## config.mk

```make
export PLATFORM = sky130hd
export DESIGN_NAME = ssea_div
export DESIGN_NICKNAME = d
export VERILOG_FILES = /design/src/sv/ssea_pkg.sv /design/src/sv/ssea_div.sv
export SDC_FILE = /design/constraint.sdc
export NUM_CORES = 1
export LEC_CHECK = 0
export ABC_CLOCK_PERIOD_IN_PS = 6700
export BUFFER_PORTS_ARGS = -buffer_cell sky130_fd_sc_hd__buf_2
export CORE_AREA = 2 2 117 119
export CTS_BUF_LIST = sky130_fd_sc_hd__clkbuf_8
export CTS_CLUSTER_DIAMETER = 60
export DETAILED_ROUTE_END_ITERATION = 12
export DIE_AREA = 0 0 119 121
export PLACE_DENSITY = 0.73
export SETUP_SLACK_MARGIN = 0.1
export SYNTH_ARGS = -nofsm -noshare
export SYNTH_HDL_FRONTEND = slang
export SYNTH_SLANG_ARGS = --single-unit
```

## constraint.sdc

```tcl
create_clock -name clock -period 6.7 [get_ports clock]
set_input_delay 0.67 -clock clock [delete_from_list [all_inputs] [get_ports clock]]
set_output_delay 0.67 -clock clock [all_outputs]
set_load 0.03 [all_outputs]
```

## src/sv/ssea_pkg.sv

```systemverilog
// Package: shared types and constants of the segment SSE accumulator.
`default_nettype none
package ssea_pkg;

   // Function codes of an input transaction
   localparam logic [1:0] FUNC_ACC   = 2'd0;
   localparam logic [1:0] FUNC_SAVE  = 2'd1;
   localparam logic [1:0] FUNC_CLEAR = 2'd2;
   localparam logic [1:0] FUNC_NOP   = 2'd3;   // unused code, only answers

   localparam logic [15:0] COUNT_MAX = 16'hFFFF;
   localparam logic [61:0] TOTAL_MAX = {62{1'b1}};
   localparam logic [63:0] ERR_MAX   = {64{1'b1}};

   // One lane entry of the statistics memory
   typedef struct packed {
      logic [15:0] count;
      logic [47:0] sum;       // signed Q32.16
      logic [63:0] sumsq;     // Q32.32
      logic [63:0] cur_err;   // error of the open segment
      logic [63:0] lane_err;  // saved error of closed segments
   } lane_entry_type;

   // Divider status
   typedef struct packed {
      logic done;
      logic ovf;
   } div_stat_type;

   typedef enum logic [3:0] {
      ST_INIT,
      ST_IDLE,
      ST_LOAD,
      ST_MUL_LO,
      ST_MUL_MID,
      ST_MUL_HI,
      ST_DIV_START,
      ST_DIV,
      ST_ERR,
      ST_SAVE,
      ST_CLEAR,
      ST_DONE
   } state_type;

endpackage
`default_nettype wire

```

## src/sv/ssea_div.sv

```systemverilog
// Iterative divider: 96-bit dividend by 16-bit count, 64-bit quotient, two bits a cycle.
`default_nettype none
module ssea_div (
   input  wire logic                  clock,
   input  wire logic                  reset,
   input  wire logic                  start,
   input  wire logic [31:0]           num_hi,
   input  wire logic [63:0]           num_lo,
   input  wire logic [15:0]           den,
   output logic [63:0]                quotient,
   output ssea_pkg::div_stat_type     stat
);

   logic        busy_ff, busy_in;
   logic        done_ff, done_in;
   logic        ovf_ff;
   logic [4:0]  cnt_ff;
   logic [15:0] rem_ff;
   logic [63:0] quo_ff;

   logic [16:0] t1, t2, r1, r2;
   logic        b1, b2;

   // two restoring steps a cycle
   always_comb begin
      t1 = {rem_ff, quo_ff[63]};
      b1 = (t1 >= {1'b0, den});
      r1 = b1 ? (t1 - {1'b0, den}) : t1;
      t2 = {r1[15:0], quo_ff[62]};
      b2 = (t2 >= {1'b0, den});
      r2 = b2 ? (t2 - {1'b0, den}) : t2;
   end

   always_comb begin
      busy_in = busy_ff;
      done_in = 1'b0;
      if (start) begin
         busy_in = 1'b1;
      end else if (busy_ff && (cnt_ff == 5'd31)) begin
         busy_in = 1'b0;
         done_in = 1'b1;
      end
   end

   always_ff @(posedge clock) begin
      if (reset) begin
         busy_ff <= 1'b0;
         done_ff <= 1'b0;
      end else begin
         busy_ff <= busy_in;
         done_ff <= done_in;
      end
   end

   // datapath
   always_ff @(posedge clock) begin
      if (start) begin
         // quotient overflows 64 bits when the upper word reaches the count
         ovf_ff <= ({16'd0, num_hi} >= {32'd0, den});
         rem_ff <= num_hi[15:0];
         quo_ff <= num_lo;
         cnt_ff <= 5'd0;
      end else if (busy_ff) begin
         rem_ff <= r2[15:0];
         quo_ff <= {quo_ff[61:0], b1, b2};
         cnt_ff <= cnt_ff + 5'd1;
      end
   end

   assign quotient  = quo_ff;
   assign stat.done = done_ff;
   assign stat.ovf  = ovf_ff;

endmodule
`default_nettype wire

```

==> flow_summary.toml <==
[outcome]
status = "complete, no violations"

[hold_path]
hold_path.class = "in2reg"
min_from = "reset"

[clock_network]
tritoncts = "yes"
clk_latency_ns = 0.36
cts_max_level = 3
cts_resized = 0
numCtsBuffers = 9
cts_root_buffer = "clkbuf_8"
clockBufferDepth = 2
postCtsSetupBuffers = 0
ctsHoldBuffers = 0
clk_pin_slew_ns = 0.09
cts_sinks = 88

[global_route]
grt_max_degree = 81
antenna_found_initial = 2
grt_pass1_wl_um = 25760
grt_usage_pct = 22.63
grt_pass1_vias = 5176
overflow = 0

[detailed_routing]
drtIter0Drc = 371
drt_first_pass_iters = 5
wire_per_inst_um = 18.15
drc = 0
num_vias = 5023
viasPerCell = 5.563
drt_wl_total_um = 16390
ant_nets = 0

[worst_setup_path]
reg2reg_from = "rem_ff[1]$_DFFE_PP_"
cp_max_fo = 18
cp_data_arrival_time_ns = 5.48
required_ns = 6.81
cp-end-kind = "flip-flop"
startpoint = "den[1]"
cp-start-kind = "input port"
criticalPathCategory = "in2reg"

[timing]
rsz0062_at_grt = "false"
period_minus_slack_ns = 5.364
fmax_mhz = 186.4
finClkSkew_ns = 0.01611
max_slew_margin_pct = 25.62
setup_viol = 0
finalCritPeriodShare_pct = 80.05
final-hold-violation-count = 0
final_max_slew_viol_count = 0
tightest_slew_ns = 1.116
finalWorstSetupSlack_ns = 1.336
fin_tns_setup_ns = 0

[final_layout]
syn_to_final_growth_pct = 20.81
n_fill_cell = 1148
seq_area_um2 = 2572
final_cell_mix = "buf_2, edfxtp_1, mux2_2"
nets = 888
layout_commonest_cell = "buf_2"
multi_input_area_um2 = 3262
drive_above_1_share_pct = 38.71

[logic_synthesis]
synth_seq_area_share_pct = 42.50
synth_area_per_cell_um2 = 11.03
synth_seq_cells = 88
synth_nets = 716
ys_types = 63
synth_ff_type = "edfxtp_1"
yosysWarnings = 0
ys_async_sr_fraction_pct = 0
synth_cells = 549
synth_edf_count = 81
syn-cell-area_um2 = 6053

[floorplan]
dieArea_um2 = 14400
coreArea_um2 = 13090
start_util_pct = 46.26
rows = 42
ioPinCount = 181
die_x_um = 119
fp.dieH_um = 121

[power]
seq_power_share_pct = 23.2
leakagePower_nw = 3.213
clock_power_share_pct = 11.7
power.switching_w = 0.001622
switching_share_pct = 45.86
power_density_nw_per_um2 = 483.7
vdd_ir_drop_max_mv = 0.1902
p_int_w = 0.001915
comb_power_share_pct = 65.1

[placed_design]
gp_congestion = 0.9363
dp_hpwl_um = 12900
port-buffer-count = 180
dp_slack_ns = 1.019

[flow_run]
maxCapViolCount = 0
-- Yosys cell counts (2+ instances only) --
library cell  count  share of area (%)
o311ai_1          2               0.29
a21oi_1          29                2.4
clkbuf_1         12               0.74
nand4_1           9               0.93
nand3_1          16                1.3
mux2i_1           3               0.50
fa_1              2               0.66
nand2b_1          5               0.52
nand2_1          27                1.7
edfxtp_1         81                 40
buf_4             4               0.50
o21ai_0          15                1.2
mux2_2           67                 12
xnor2_1          19                2.7
o31ai_1           3               0.37
and3_1            7               0.72
a211o_1           2               0.29
nor2b_1           3               0.31
nor3_1           18                1.5
o21a_1            5               0.62
o211ai_1         13                1.6
o21bai_1          2               0.25
xor2_1            7                1.0
nor2_1           33                2.0
dfxtp_1           7                2.3
buf_2             3               0.25
ha_1             50                 10
o311ai_0          2               0.29
nor4_1            4               0.41
a221o_1           4               0.66
inv_1            30                1.9
a21o_1           15                1.9
and4_1            4               0.58
or2_2             6               0.62
a31oi_1           7               0.72
a2111oi_0         3               0.43
mux2_4            4               0.99
-- per-layer routing --
layer | wire (um) | vias to the layer above | GRT usage [%] | part of all wire (%)
li1 | - | 2434 | - | -
met1 | 7017 | 2367 | 28.41 | 43
met2 | 7845 | 196 | 37.64 | 48
met3 | 1159 | 24 | 6.438 | 7.1
met4 | 352 | 2 | 7.440 | 2.1
met5 | 13 | - | 0 | 0.079
-- power groups by stage --
stage | Combinational (W) | Sequential, W | Clock [W]
6_report | 0.00230 | 0.000821 | 0.000412
5_1_grt | 0.00250 | 0.000833 | 0.000443
4_1_cts | 0.00226 | 0.000821 | 0.000423
3_5_place_dp | 0.00225 | 0.000831 | 0
3_3_place_gp | 0.00220 | 0.000831 | 0
2_1_floorplan | 0.00168 | 0.000904 | 0
-- through the flow --
stage	utilization (%)	std cells	hold WS, ns	area [um^2]	power [W]
2_1_floorplan	-	549	0.4672	6053	0.002582
3_3_place_gp	54.18	886	0.4805	7089	0.003029
3_5_place_dp	54.18	886	0.5075	7089	0.003080
4_1_cts	55.87	902	0.4554	7311	0.003505
5_1_grt	55.87	902	0.4796	7311	0.003778
6_report	55.89	903	0.4854	7313	0.003537
-- sequential cells by signal (all words and copies together) (netlist names) --
register  flops
quotient     64
cnt_ff        5
ovf_ff        1
done_ff       1
rem_ff       16
busy_ff       1
-- critical path, cell delays in order --
cell       delay [ns]
buf_2            0.08
inv_1            0.12
ha_1             0.33
nor2b_1          0.16
o31a_1           0.26
o2111ai_2        0.17
a31oi_2          0.35
or2_1            0.66
mux2_4           0.37
ha_1             0.36
or2_2            0.30
a21oi_1          0.18
a31oi_1          0.12
o211ai_1         0.29
o21ai_0          0.14
a21oi_1          0.15
buf_4            0.21
nand2_2          0.18
a221o_1          0.35
-- cell type report --
cell class	count	share of cell area [%]
antenna	1	0.03422
clock buffer	9	1.694
clock inverter	7	1.334
inverter	31	1.591
multi-input combinational	409	44.60
sequential	88	35.18
tap	176	3.011
timing repair buffer	182	12.56
-- final timing paths --
| kind | to | slack (ns) | depth (start not counted) |
|---|---|---|---|
| max | rem_ff[5]$_DFFE_PP_ | 1.34 | 19 |
| min reg2reg | cnt_ff[4]$_SDFFE_PP0P_ | 0.52 | 2 |
| min | busy_ff$_SDFFE_PP0P_ | 0.49 | 2 |
| max reg2reg | rem_ff[5]$_DFFE_PP_ | 1.41 | 17 |
-- kinds of logic after synthesis --
family / Yosys count / synth area share [%]
AO/OA/AOI/OAI: 116 / 13.37
XOR/XNOR: 26 / 3.762
AND/OR/NAND/NOR: 141 / 11.76
multiplexers: 74 / 13.95
adder cells (fa/ha/maj): 52 / 11.00
buffers and inverters: 52 / 3.658
flip-flops: 88 / 42.50
(Power assumes the default switching activity.)
